## config.mk

```make
export PLATFORM = sky130hd
export DESIGN_NAME = sdks_cell
export DESIGN_NICKNAME = d
export VERILOG_FILES = /design/src/rtl/core/stable_descending_key_sorter_core_defines.svh /design/src/rtl/core/sdks_pkg.sv /design/src/rtl/core/sdks_cell.sv
export SDC_FILE = /design/constraint.sdc
export NUM_CORES = 1
export LEC_CHECK = 0
export BUFFER_PORTS_ARGS = -buffer_cell sky130_fd_sc_hd__buf_2
export CAP_MARGIN = 20
export CORE_MARGIN = 5
export CORE_UTILIZATION = 45
export CTS_BUF_LIST = sky130_fd_sc_hd__clkbuf_4
export CTS_CLUSTER_SIZE = 28
export DETAILED_ROUTE_END_ITERATION = 7
export PLACE_DENSITY = 0.82
export SLEW_MARGIN = 20
export SYNTH_ARGS = -nofsm -noshare
export SYNTH_HDL_FRONTEND = slang
export SYNTH_SLANG_ARGS = --single-unit
export TNS_END_PERCENT = 30
```

## constraint.sdc

```tcl
create_clock -name clk -period 4.6 [get_ports clk]
set_clock_uncertainty 0.15 [all_clocks]
set_input_delay 0.23 -clock clk [delete_from_list [all_inputs] [get_ports clk]]
set_output_delay 0.23 -clock clk [all_outputs]
set_load 0.005 [all_outputs]
```

## src/rtl/core/stable_descending_key_sorter_core_defines.svh

```systemverilog
// assertion macros for the stable descending key sorter
// used by the top level, which supplies clk and rst_n in scope
`ifndef STABLE_DESCENDING_KEY_SORTER_CORE_DEFINES_SVH
`define STABLE_DESCENDING_KEY_SORTER_CORE_DEFINES_SVH

// same-cycle implication
`define SDKS_ASSERT_NOW(label, ante, cons, msg) \
    label: assert property (@(posedge clk) disable iff (!rst_n) (ante) |-> (cons)) \
        else $error(msg);

// next-cycle implication
`define SDKS_ASSERT_NEXT(label, ante, cons, msg) \
    label: assert property (@(posedge clk) disable iff (!rst_n) (ante) |=> (cons)) \
        else $error(msg);

`endif

```

## src/rtl/core/sdks_pkg.sv

```systemverilog
// shared types and constants for the stable descending key sorter
// no dependencies
package sdks_pkg;

    localparam int SDKS_CAPACITY = 64;
    localparam int SDKS_COORD_W  = 5;
    localparam int SDKS_SCORE_W  = 16;

    typedef struct packed {
        logic [SDKS_COORD_W-1:0]        row;
        logic [SDKS_COORD_W-1:0]        column;
        logic signed [SDKS_SCORE_W-1:0] score;
    } sdks_rec_t;

    typedef struct packed {
        logic insert;
        logic shift_out;
    } sdks_ctl_t;

endpackage

```

## src/rtl/core/sdks_cell.sv

```systemverilog
// one sorting cell: holds one record, takes the new item or its upstream
// neighbor's record on insert, and its downstream neighbor's on unload; uses sdks_pkg
module sdks_cell
    import sdks_pkg::*;
(
    input  logic      clk,
    input  logic      rst_n,
    input  sdks_ctl_t ctl,
    input  sdks_rec_t new_rec,
    input  logic      prev_gt,
    input  logic      prev_valid,
    input  sdks_rec_t prev_rec,
    input  logic      next_valid,
    input  sdks_rec_t next_rec,
    output logic      gt,
    output logic      valid,
    output sdks_rec_t rec
);

    logic      valid_reg;
    logic      valid_next;
    sdks_rec_t rec_reg;
    sdks_rec_t rec_next;

    // strict compare keeps equal scores in arrival order
    assign gt = !valid_reg || ($signed(rec_reg.score) < $signed(new_rec.score));

    always_comb
    begin
        valid_next = valid_reg;
        rec_next   = rec_reg;
        if (ctl.insert && gt)
        begin
            valid_next = prev_gt ? prev_valid : 1'b1;
            rec_next   = prev_gt ? prev_rec : new_rec;
        end
        else if (ctl.shift_out)
        begin
            valid_next = next_valid;
            rec_next   = next_rec;
        end
    end

    always_ff @(posedge clk or negedge rst_n)
    begin
        if (!rst_n)
        begin
            valid_reg <= 1'b0;
        end
        else
        begin
            valid_reg <= valid_next;
        end
    end

    always_ff @(posedge clk)
    begin
        rec_reg <= rec_next;
    end

    assign valid = valid_reg;
    assign rec   = rec_reg;

endmodule
```

# After elaboration in Yosys (flattened, before gate mapping)
# Index checks and enable logic that the tools add are counted.
# totals
latch_bits	0
input_bits	85
mem_bits_rw	0
reg_bits	27
rom_bits	0
n_memories	0
# op_classes
order_cmp	1
bitwise_logic	0
div	0
n_mul	0
n_eq_ne	0
addsub	0
n_shift	0
n_reduce_logical	4
mux	6
# ops
operator	n
$mux 26	3
$lt 16x16->1	1
$mux 1	3
$reduce_bool 2->1	1
$logic_and 1x1->1	1
$logic_not 1->1	1
$logic_or 1x1->1	1

# Longest topological paths before layout
# Gate-level depths: netlist of the first run.
# depth
ltp_word	4
depth_mapped	10
depth_no_buf	8

# Worst setup path after synthesis of the first run
# No wires, ideal clock.
# synth_timing
path_kind	register to register
start	reg rec_reg, in the netlist rec[15]
end	reg rec_reg, in the netlist rec[0], enable pin
t_arrival_ns	2.415
setup_time_ns	0.364
t_required_ns	4.086
path_stages_with_launch	9
synth_period_minus_slack_ns	2.930
n_path_buf	2
setup_slack_ns	1.670
cell_sequence	edfxtp_1 > ha_1 > buf_6 > nand4_4 > nor3_4 > a211oi_4 > o311ai_4 > buf_8 > or2_2
# synth_via
elab_chain_len	4
# synth_lines
item	line_no	text
start, declared	sdks_cell.sv:22	sdks_rec_t rec_reg;
start signal, assigned	sdks_cell.sv:58	rec_reg <= rec_next;
$lt 16x16->1	sdks_cell.sv:26	assign gt = !valid_reg || ($signed(rec_reg.score) < $signed(new_rec.score));
$logic_or 1x1->1	sdks_cell.sv:26	
$logic_and 1x1->1	sdks_cell.sv:32	if (ctl.insert && gt)
$reduce_bool 2->1 (no source line)	--	
# Every way passes these cells.
# A chain may end at the register's enable or synchronous reset.

# Worst setup path after layout of the first run
# layout_timing
start	reg rec_reg, in the netlist rec[15]
end	reg rec_reg, in the netlist rec[11], enable pin
# The elaborated chain is that of the path after synthesis.

==> flow_summary_export.csv, run 1 <==
group,metric,value,unit
status,outcome,"finished, final reports clean",
global_routing,grt_pass1_wl,8086,um
worst_setup_path,cp-start-kind,"flip-flop",
synthesis,ys_ff_latch,27,
power_and_ir_drop,p_comb_frac,0.487,
timing,hold_ws,0.02984,ns
route,drt-vias-per-instance,5.111,
floorplanning,die_w,77.98,um
route,drt-initial-drc-count,68,
synthesis,ys_seq_area_frac,0.3875,
synthesis,synth_flop_cell,"edfxtp_1",
synthesis,synth_top_cell_by_area,"edfxtp_1",
synthesis,synth_edf_count,26,
synthesis,syn_inst,180,
placed_design,dp_hpwl,4231,um
placed_design,finalWeightedCongestion,0.7483,
clock_network,clkLatencyLatePin,0.33,ns
synthesis,synthTopCellsByArea,"edfxtp_1 (38%), mux2_4 (14%), mux2_2 (9.7%)",
placed_design,io_buffers,112,
clock_network,cts_buffer_depth,2,
worst_setup_path,critPathMaxFanout,26,
timing,setup_ws,1.159,ns
power_and_ir_drop,p_clk_frac,0.110,
timing,fin_crit_sh,0.7481,
synthesis,synth.most_common_cell,"edfxtp_1",
synthesis,async_flop_share,0.03704,
clock_network,postCtsSetupRepairBufs,0,
placed_design,placed_area,0.002653,sq mm
synthesis,ys_warn_count,0,
timing,rsz0062_at_grt,"false",
global_routing,grt_max_degree,44,
power_and_ir_drop,ir_drop,176.4,uV
worst_setup_path,r2r-start,"rec[15]",
global_routing,grt_usage,0.1615,
cells_and_area,diodes,0,
timing,maxSlewViolCount,0,
route,wire_per_inst,15.08,um
route,vias,1748,
worst_setup_path,endpoint_kind,"flip-flop",
synthesis,syn_area,0.002079,sq mm
route,drc_errors,0,
floorplanning,die-area,0.006081,sq mm
clock_network,clkSinkCount,27,
clock_network,cts-root-buf,"clkbuf_4",
worst_setup_path,required,4.44,ns
synthesis,synth_top_area_frac,0.3755,
timing,hold_viol_final,0,
floorplanning,start_util,0.4711,
power_and_ir_drop,p_leak,1.349,nW
placed_design,place_ws,1.144,ns
worst_setup_path,rrSetupSlack,1.16,ns
worst_setup_path,arrival,3.28,ns
timing,relSlewSlack,0.4303,
clock_network,cts_max_level,1,
synthesis,synth_nets,280,
cells_and_area,area_delta_synth_final,29.48,%
route,dr.pass1.iters,4,
timing,fin_setup_tns,0,ns
clock_network,cts_made_buffers,3,
clock_network,clk_pin_slew,0.16,ns
floorplanning,core,0.004414,sq mm
min_path,min_from,"ctl[1]",
global_routing,grt_remaining_overflow,0,
route,wl,5156,um
synthesis,synth.top_cells.by_count,"edfxtp_1 (26), mux2_4 (19), nand2_1 (19)",
power_and_ir_drop,p_int,0.6537,mW
timing,setup_viol,0,
min_path,hp-class,"input pin to flip-flop",
global_routing,grt_pass1_vias,1852,
synthesis,synth.avg_cell_area,11.55,sq um
worst_setup_path,timing.rr.end,"rec[11]",
min_path,hold_depth,3,
power_and_ir_drop,p_switching,0.3394,mW
synthesis,ys_types,34,
job,maxCapViolations,0,
floorplanning,ios,113,
cells_and_area,drive_above_1_share,0.5655,
worst_setup_path,reg2regPathDepth,6,
cells_and_area,final_nets,391,
power_and_ir_drop,sw_frac_of_total,0.3417,
route,antenna_left,0,
clock_network,cts_tree,"built",
power_and_ir_drop,p_total,0.9930,mW
power_and_ir_drop,p_seq_frac,0.402,
global_routing,grt_antenna_before_repair,0,
cells_and_area,design_area,0.002693,sq mm
timing,finalCriticalPeriod,3.441,ns
timing,max_freq,0.2906,GHz
power_and_ir_drop,power_per_cell_area,368.8,mW/mm^2
cells_and_area,largest_register_ffs,26,
timing,worst_slew_pin_slew,0.8525,ns
floorplanning,core.rowCount,24,
floorplanning,die_y,77.98,um
worst_setup_path,critPathKind,"flip-flop to flip-flop",
min_path,min_to,"valid",
## stage by stage
step / util / instances
CTS: 0.6100 / 342
finish: 0.6100 / 342
global placement: 0.6009 / 337
global route: 0.6100 / 342
detailed placement: 0.6009 / 337
floorplan: - / 180
## routing by layer
metal | routed length, um | up-vias | GRT usage
met5 | 0 | - | 0
met4 | 60 | 0 | 0.04392
met3 | 379 | 6 | 0.02778
met2 | 2817 | 56 | 0.3122
met1 | 1899 | 808 | 0.1790
li1 | - | 878 | -
## how the worst max path moves through the flow
stage	startpoint	endpoint	slack [ns]	depth (start not counted)
2_1_floorplan	rec[15]	rec[0]	1.67	8
3_3_place_gp	rec[15]	rec[12]	1.27	6
3_5_place_dp	rec[15]	rec[10]	1.14	6
4_1_cts	rec[15]	rec[10]	1.14	6
5_1_grt	rec[15]	rec[10]	0.99	6
6_report	rec[15]	rec[11]	1.16	6
## layout make-up
class / count / area [sq um]
multi-input cells: 127 / 1146
clock buffers: 3 / 22.52
repair buffers: 114 / 578.1
clock inverters: 1 / 7.507
well taps: 52 / 65.06
flip-flops and latches: 27 / 805.8
inverters: 18 / 67.56
fillers: 375 / 1722
## critical path: stages, from the launching register on
cell,delay [ns]
edfxtp_1,0.43
ha_1,0.52
nand4_4,0.17
nor3_4,0.28
a211oi_4,0.14
o311ai_4,0.72
or2_2,0.67
## power groups by stage
stage	clock network, mW	logic (mW)	registers [mW]
global placement	0	0.477	0.403
global route	0.123	0.531	0.407
finish	0.110	0.484	0.400
floorplan	0	0.332	0.413
CTS	0.114	0.491	0.400
detailed placement	0	0.489	0.406
## cells in the final DEF, fill, tap and decap left out, types with 2 or more instances in the layout
| master | count |
|---|---|
| nand2b_1 | 2 |
| mux2i_1 | 2 |
| edfxtp_1 | 26 |
| nor2_1 | 3 |
| mux2_4 | 19 |
| nand3_1 | 5 |
| ha_1 | 15 |
| nand4_1 | 3 |
| a21oi_1 | 5 |
| nor3_1 | 2 |
| mux2_2 | 18 |
| nand2_1 | 19 |
| clkbuf_4 | 3 |
| o21ai_0 | 18 |
| buf_2 | 112 |
| inv_1 | 18 |
## cell families (layout without fill, tap and decap cells)
group,count (synthesis),in the layout,share of synthesized area
muxes,39,39,0.2443
adders and majority gates,15,15,0.09025
DFF,27,27,0.3875
AOI/OAI and AO/OA,31,31,0.1011
buffers and inverters,26,136,0.06137
and+or+nand+nor,42,42,0.1155
## repair_timing
item                                    CTS  global route
gates resized for setup                   0             0
hold buffers                              1             0
hold endpoints to repair                  1             0
endpoints found under the setup margin    0             0
Power figures use the tool's default switching activity.
==> inputs of run 2 (changes only) <==
--- a/config.mk
+++ b/config.mk
@@ -5,14 +5,15 @@
 export SDC_FILE = /design/constraint.sdc
 export NUM_CORES = 1
 export LEC_CHECK = 0
+export ABC_AREA = 1
 export BUFFER_PORTS_ARGS = -buffer_cell sky130_fd_sc_hd__buf_2
 export CAP_MARGIN = 20
 export CORE_MARGIN = 5
-export CORE_UTILIZATION = 45
+export CORE_UTILIZATION = 40
 export CTS_BUF_LIST = sky130_fd_sc_hd__clkbuf_4
 export CTS_CLUSTER_SIZE = 28
 export DETAILED_ROUTE_END_ITERATION = 7
-export PLACE_DENSITY = 0.82
+export PLACE_DENSITY = 0.79
 export SLEW_MARGIN = 20
 export SYNTH_ARGS = -nofsm -noshare
 export SYNTH_HDL_FRONTEND = slang
==> constraint.sdc (replaced) <==
create_clock -name clk -period 2.8 [get_ports clk]
set_clock_uncertainty 0.15 [all_clocks]
set_input_delay 0.14 -clock clk [delete_from_list [all_inputs] [get_ports clk]]
set_output_delay 0.14 -clock clk [all_outputs]
set_load 0.005 [all_outputs]
==> flow_summary_export.csv, run 2 <==
group,metric,value,unit
timing,worst_slew_pin_slew,0.8255,ns
placed_design,dp_cells,370,
synthesis,syn_area,0.001838,sq mm
cells_and_area,final_nets,454,
synthesis,synthTopCellsByArea,"edfxtp_1 (42%), nand2_1 (13%), o21ai_0 (10%)",
synthesis,synth.most_common_cell,"nand2_1",
power_and_ir_drop,p_leak,1.464,nW
job,maxCapViolations,0,
floorplanning,start_util,0.4164,
timing,maxSlewViolCount,0,
route,dr.pass1.iters,4,
route,drt-initial-drc-count,67,
clock_network,cts_max_level,1,
synthesis,synth.avg_cell_area,8.711,sq um
synthesis,synth_nets,311,
floorplanning,die_w,77.79,um
synthesis,syn_inst,211,
global_routing,grt_pass1_vias,1978,
synthesis,synth_top_cell_by_area,"edfxtp_1",
synthesis,synthSimpleGateAreaFrac,0.1702,
cells_and_area,layout_commonest_cell,"buf_2",
clock_network,clkLatencyLatePin,0.32,ns
worst_setup_path,endpoint_kind,"flip-flop",
floorplanning,die_y,77.79,um
synthesis,ys_types,18,
worst_setup_path,cp-start-kind,"flip-flop",
synthesis,ys_ff_latch,27,
clock_network,clkSinkCount,27,
timing,setup_viol,0,
worst_setup_path,r2r-start,"rec[9]",
clock_network,clk_pin_slew,0.14,ns
timing,finalCriticalPeriod,2.575,ns
power_and_ir_drop,ir_drop,310.9,uV
power_and_ir_drop,power_per_cell_area,523.9,mW/mm^2
cells_and_area,drive_above_1_share,0.3626,
route,antenna_left,0,
global_routing,grt_usage,0.1729,
synthesis,synth_top_area_frac,0.4248,
synthesis,ys_seq_area_frac,0.4384,
timing,max_freq,0.3884,GHz
timing,relSlewSlack,0.4491,
synthesis,muxShareOfSynthArea,0.05990,
floorplanning,ios,113,
clock_network,cts_buffer_depth,2,
route,drc_errors,0,
clock_network,postCtsSetupRepairBufs,0,
worst_setup_path,critPathKind,"flip-flop to flip-flop",
clock_network,cts_tree,"built",
cells_and_area,area_delta_synth_final,51.26,%
floorplanning,core,0.004414,sq mm
synthesis,synth_flop_cell,"edfxtp_1",
synthesis,synth-xor-area-share,0,
global_routing,grt_antenna_before_repair,0,
route,wl,5586,um
cells_and_area,diodes,0,
floorplanning,die-area,0.006051,sq mm
synthesis,ys_warn_count,0,
route,drt-vias-per-instance,4.664,
worst_setup_path,critPathMaxFanout,12,
worst_setup_path,required,2.87,ns
cells_and_area,post_layout_nonfiller_instances,405,
cells_and_area,largest_register_ffs,26,
placed_design,finalWeightedCongestion,0.7855,
status,outcome,"finished, final reports clean",
clock_network,cts-root-buf,"clkbuf_4",
synthesis,synth_top_family_by_area,"simple AND/OR/NAND/NOR gates",
route,vias,1889,
global_routing,grt_pass1_wl,8583,um
synthesis,synth_compound_area_frac,0.1416,
synthesis,synth_edf_count,26,
synthesis,async_flop_share,0.03704,
min_path,hp-class,"input pin to flip-flop",
timing,fin_setup_tns,0,ns
cells_and_area,final_cell_mix,"buf_2 (112), nand2_1 (63), o21ai_0 (38)",
clock_network,cts_made_buffers,3,
global_routing,grt_remaining_overflow,0,
timing,hold_ws,0.02812,ns
global_routing,grt_max_degree,32,
floorplanning,core.rowCount,24,
timing,rsz0062_at_grt,"false",
power_and_ir_drop,p_total,1.456,mW
timing,hold_viol_final,0,
placed_design,dp_hpwl,3930,um
route,wire_per_inst,13.79,um
min_path,min_from,"new_rec[18]",
synthesis,synth.top_cells.by_count,"nand2_1 (63), o21ai_0 (38), edfxtp_1 (26)",
synthesis,synth-adder-area-share,0.1021,
placed_design,io_buffers,112,
timing,fin_crit_sh,0.9196,
worst_setup_path,critPathLaunch,"rec[9]",
worst_setup_path,arrival,2.64,ns
[run 2: changes by cell type after synthesis, moves of 4 or more]
cell and delta:
mux2_4 -19, mux2i_1 +9, nand2_1 +44, o21ai_0 +20, inv_1 +6, o21ai_2 +4, mux2_2 -18, buf_6 +4
[run 2: final timing paths]
check                      endpoint  slack (ns)  depth (start not counted)
max                           valid        0.23                         14
min                         rec[18]        0.03                          3
max reg2reg                   valid        0.23                         14
min reg2reg                  rec[7]        0.79                          3
max in group asynchronous     valid        1.92                          3
min in group asynchronous     valid        0.49                          3
[run 2: worst max-delay path: stages, from the launching register on]
cell and delay, ns:
edfxtp_1 0.43, ha_1 0.32, nand2_1 0.07, inv_1 0.03
o21ai_1 0.11, a21oi_1 0.08, nor2_1 0.15, nand2_1 0.07
nand2_1 0.10, nand3_4 0.13, nand2_8 0.14, nand2_1 0.06
nand2_1 0.05, nand2_1 0.04, dlygate4sd3_1 0.55
[run 2: metrics by stage]
stage          setup WS (ns)  cell area (sq um)  utilization
2_1_floorplan         0.1685               1838            -
3_3_place_gp          0.4894               2422       0.5488
3_5_place_dp          0.4103               2422       0.5488
4_1_cts               0.2011               2753       0.6236
5_1_grt              0.01564               2780       0.6298
6_report              0.2250               2780       0.6298
[run 2: routing by layer]
layer / global-route usage / part of all wire / vias up
met3: 0.04167 / 0.081 / 2
li1: - / - / 998
met1: 0.1802 / 0.38 / 818
met2: 0.3372 / 0.53 / 71
met4: 0.04811 / 0.0052 / 0
met5: 0 / 0 / -
[run 2: what timing repair did]
item,in CTS,in global routing
resized for setup,0,2
hold endpoints to repair,28,0
setup endpoints to repair,0,1
hold buffers,30,0
[run 2: final cells by class]
cell class,count,area [sq um]
Tap cell,52,65.06
Multi-Input combinational cell,152,898.4
Inverter,24,90.09
Clock buffer,4,30.03
Fill cell,394,1634
Sequential cell,27,805.8
Timing Repair Buffer,146,890.9
[run 2: kinds of logic after synthesis]
group | Yosys count
adders and majority gates | 15
buffers and inverters | 33
muxes | 11
DFF | 27
AOI/OAI and AO/OA | 49
and+or+nand+nor | 76
[run 2: power breakdown]
part / total (mW) / leakage (nW) / internal, mW / switching [mW]
sequential: 0.639 / 0.276 / 0.588 / 0.0511
clock: 0.177 / 0.0184 / 0.0654 / 0.112
combinational: 0.640 / 1.17 / 0.293 / 0.347
==> inputs of run 3 (changes only) <==
--- a/config.mk
+++ b/config.mk
@@ -5,15 +5,14 @@
 export SDC_FILE = /design/constraint.sdc
 export NUM_CORES = 1
 export LEC_CHECK = 0
-export ABC_AREA = 1
 export BUFFER_PORTS_ARGS = -buffer_cell sky130_fd_sc_hd__buf_2
 export CAP_MARGIN = 20
 export CORE_MARGIN = 5
-export CORE_UTILIZATION = 40
+export CORE_UTILIZATION = 42
 export CTS_BUF_LIST = sky130_fd_sc_hd__clkbuf_4
 export CTS_CLUSTER_SIZE = 28
 export DETAILED_ROUTE_END_ITERATION = 7
-export PLACE_DENSITY = 0.79
+export PLACE_DENSITY = 0.8
 export SLEW_MARGIN = 20
 export SYNTH_ARGS = -nofsm -noshare
 export SYNTH_HDL_FRONTEND = slang
==> flow_summary_export.csv, run 3 (synthesis gave the netlist of run 1 again) <==
group,metric,value,unit
cells_and_area,drive_above_1_share,0.5262,
worst_setup_path,cp_slowest_cell,"edfxtp_1",
worst_setup_path,cp_num_buf_inv,1,
cells_and_area,fillers,385,
timing,worst_slew_pin_slew,0.7469,ns
global_routing,grt_pass1_vias,2012,
timing,setup_viol,0,
worst_setup_path,arrival,2.60,ns
clock_network,cts_tree,"built",
route,drt-initial-drc-count,65,
clock_network,cts_buffer_depth,2,
worst_setup_path,required,2.75,ns
placed_design,dp_cells,358,
worst_setup_path,cp-start-kind,"flip-flop",
cells_and_area,area_delta_synth_final,47.11,%
worst_setup_path,critPathMaxFanout,6,
floorplanning,die_y,80.37,um
clock_network,clkLatencyLatePin,0.34,ns
route,drt-vias-per-instance,4.875,
global_routing,grt_remaining_overflow,0,
timing,finalCriticalPeriod,2.647,ns
floorplanning,die_w,80.37,um
worst_setup_path,cp_top_family,"compound AO/OA/AOI/OAI gates",
placed_design,dp_hpwl,4353,um
power_and_ir_drop,ir_drop,321.1,uV
clock_network,cts_made_buffers,3,
route,dr.pass1.iters,4,
placed_design,placed_area,0.002731,sq mm
clock_network,cts-root-buf,"clkbuf_4",
power_and_ir_drop,p_total,1.728,mW
power_and_ir_drop,power_per_cell_area,564.8,mW/mm^2
cells_and_area,final_util,0.6434,
route,drc_errors,0,
min_path,hp-class,"input pin to flip-flop",
clock_network,clk_pin_slew,0.17,ns
floorplanning,ios,113,
worst_setup_path,cpPeakStageDelay,0.42,ns
floorplanning,start_util,0.4374,
cells_and_area,final_cell_mix,"buf_2 (112), dlygate4sd3_1 (29), edfxtp_1 (26)",
timing,max_freq,0.3777,GHz
floorplanning,core.rowCount,25,
timing,fin_crit_sh,0.9455,
route,wire_per_inst,14.74,um
worst_setup_path,critPathKind,"flip-flop to flip-flop",
clock_network,clkSinkCount,27,
worst_setup_path,cp_cell_sequence,"ha_1 -> a21oi_1 -> nand3_1 -> a211oi_4 -> nand4_2 -> o311ai_4 -> buf_4 -> mux2_2",
floorplanning,die-area,0.006459,sq mm
cells_and_area,largest_register_ffs,26,
worst_setup_path,endpoint_kind,"flip-flop",
timing,relSlewSlack,0.5021,
timing,fin_setup_tns,0,ns
job,maxCapViolations,0,
cells_and_area,layout_commonest_cell,"buf_2",
global_routing,grt_usage,0.1777,
global_routing,grt_max_degree,44,
route,antenna_left,0,
timing,hold_viol_final,0,
status,outcome,"finished, final reports clean",
route,wl,5793,um
floorplanning,core,0.004755,sq mm
cells_and_area,final_nets,426,
global_routing,grt_pass1_wl,8921,um
global_routing,grt_antenna_before_repair,0,
placed_design,finalWeightedCongestion,0.7598,
timing,rsz0062_at_grt,"false",
clock_network,cts_max_level,1,
placed_design,io_buffers,112,
timing,maxSlewViolCount,0,
cells_and_area,post_layout_nonfiller_instances,393,
cells_and_area,design_area,0.003059,sq mm
power_and_ir_drop,p_leak,1.507,nW
route,vias,1916,
run 3: cell count changes in the layout (fill, tap and decap cells not counted), sizes merged, moves of 2 or more:
cell,delta
a211oi,+2
a21o,+2
buf,+4
inv,-6
mux2,+37
mux2i,-9
nand2,-46
nand2b,+2
nand4,+4
nor2,-2
nor3,+3
o21ai,-25
run 3: through the flow:
stage | hold WS, ns | setup WS, ns
floorplan | -0.3056 | 0.02015
global placement | -0.2350 | 0.02899
detailed placement | -0.2331 | -0.05108
CTS | 0.06557 | 0.1375
global route | 0.05155 | 0.03847
finish | 0.05311 | 0.1526
run 3: worst paths after layout:
path                              from     end  slack, ns  depth (start not counted)
worst max-delay path            rec[7]  rec[5]       0.15                          8
worst min-delay path            ctl[0]   valid       0.05                          4
worst max register to register  rec[7]  rec[5]       0.15                          8
worst min register to register   valid   valid       0.60                          3
max in group asynchronous        rst_n   valid       1.93                          3
min in group asynchronous        rst_n   valid       0.47                          3
run 3: power breakdown:
| part | internal (mW) | switching, mW |
|---|---|---|
| clock network | 0.0537 | 0.127 |
| registers | 0.605 | 0.0512 |
| logic | 0.482 | 0.409 |
run 3: tightest hold or removal path, cell delays in order:
cell and delay [ns]:
buf_2 0.10, nand2b_1 0.07, o21ai_0 0.14, a211oi_1 0.07
run 3: routing by layer:
| layer | global-route usage | part of all wire | vias up |
|---|---|---|---|
| li1 | - | - | 945 |
| met2 | 0.3369 | 0.53 | 78 |
| met5 | 0 | 0 | - |
| met1 | 0.1916 | 0.39 | 879 |
| met3 | 0.03587 | 0.063 | 14 |
| met4 | 0.06588 | 0.018 | 0 |
run 3: what timing repair did:
action,4_1_cts,5_1_grt
gates resized for setup,0,0
hold buffers,29,0
gates cloned,0,0
pin swaps,1,1
hold endpoints to repair,28,0
setup endpoints to repair,46,1
setup buffers,1,0
run 3: final cells by class:
cell class,count,area (sq um),area share
inverters,18,67.56,0.02209
diodes,1,2.502,0.0008180
clock buffers,3,22.52,0.007362
clock inverters,1,5.005,0.001636
multi-input cells,127,1149,0.3755
well taps,67,83.83,0.02740
flip-flops and latches,27,805.8,0.2634
repair buffers,149,923.4,0.3018
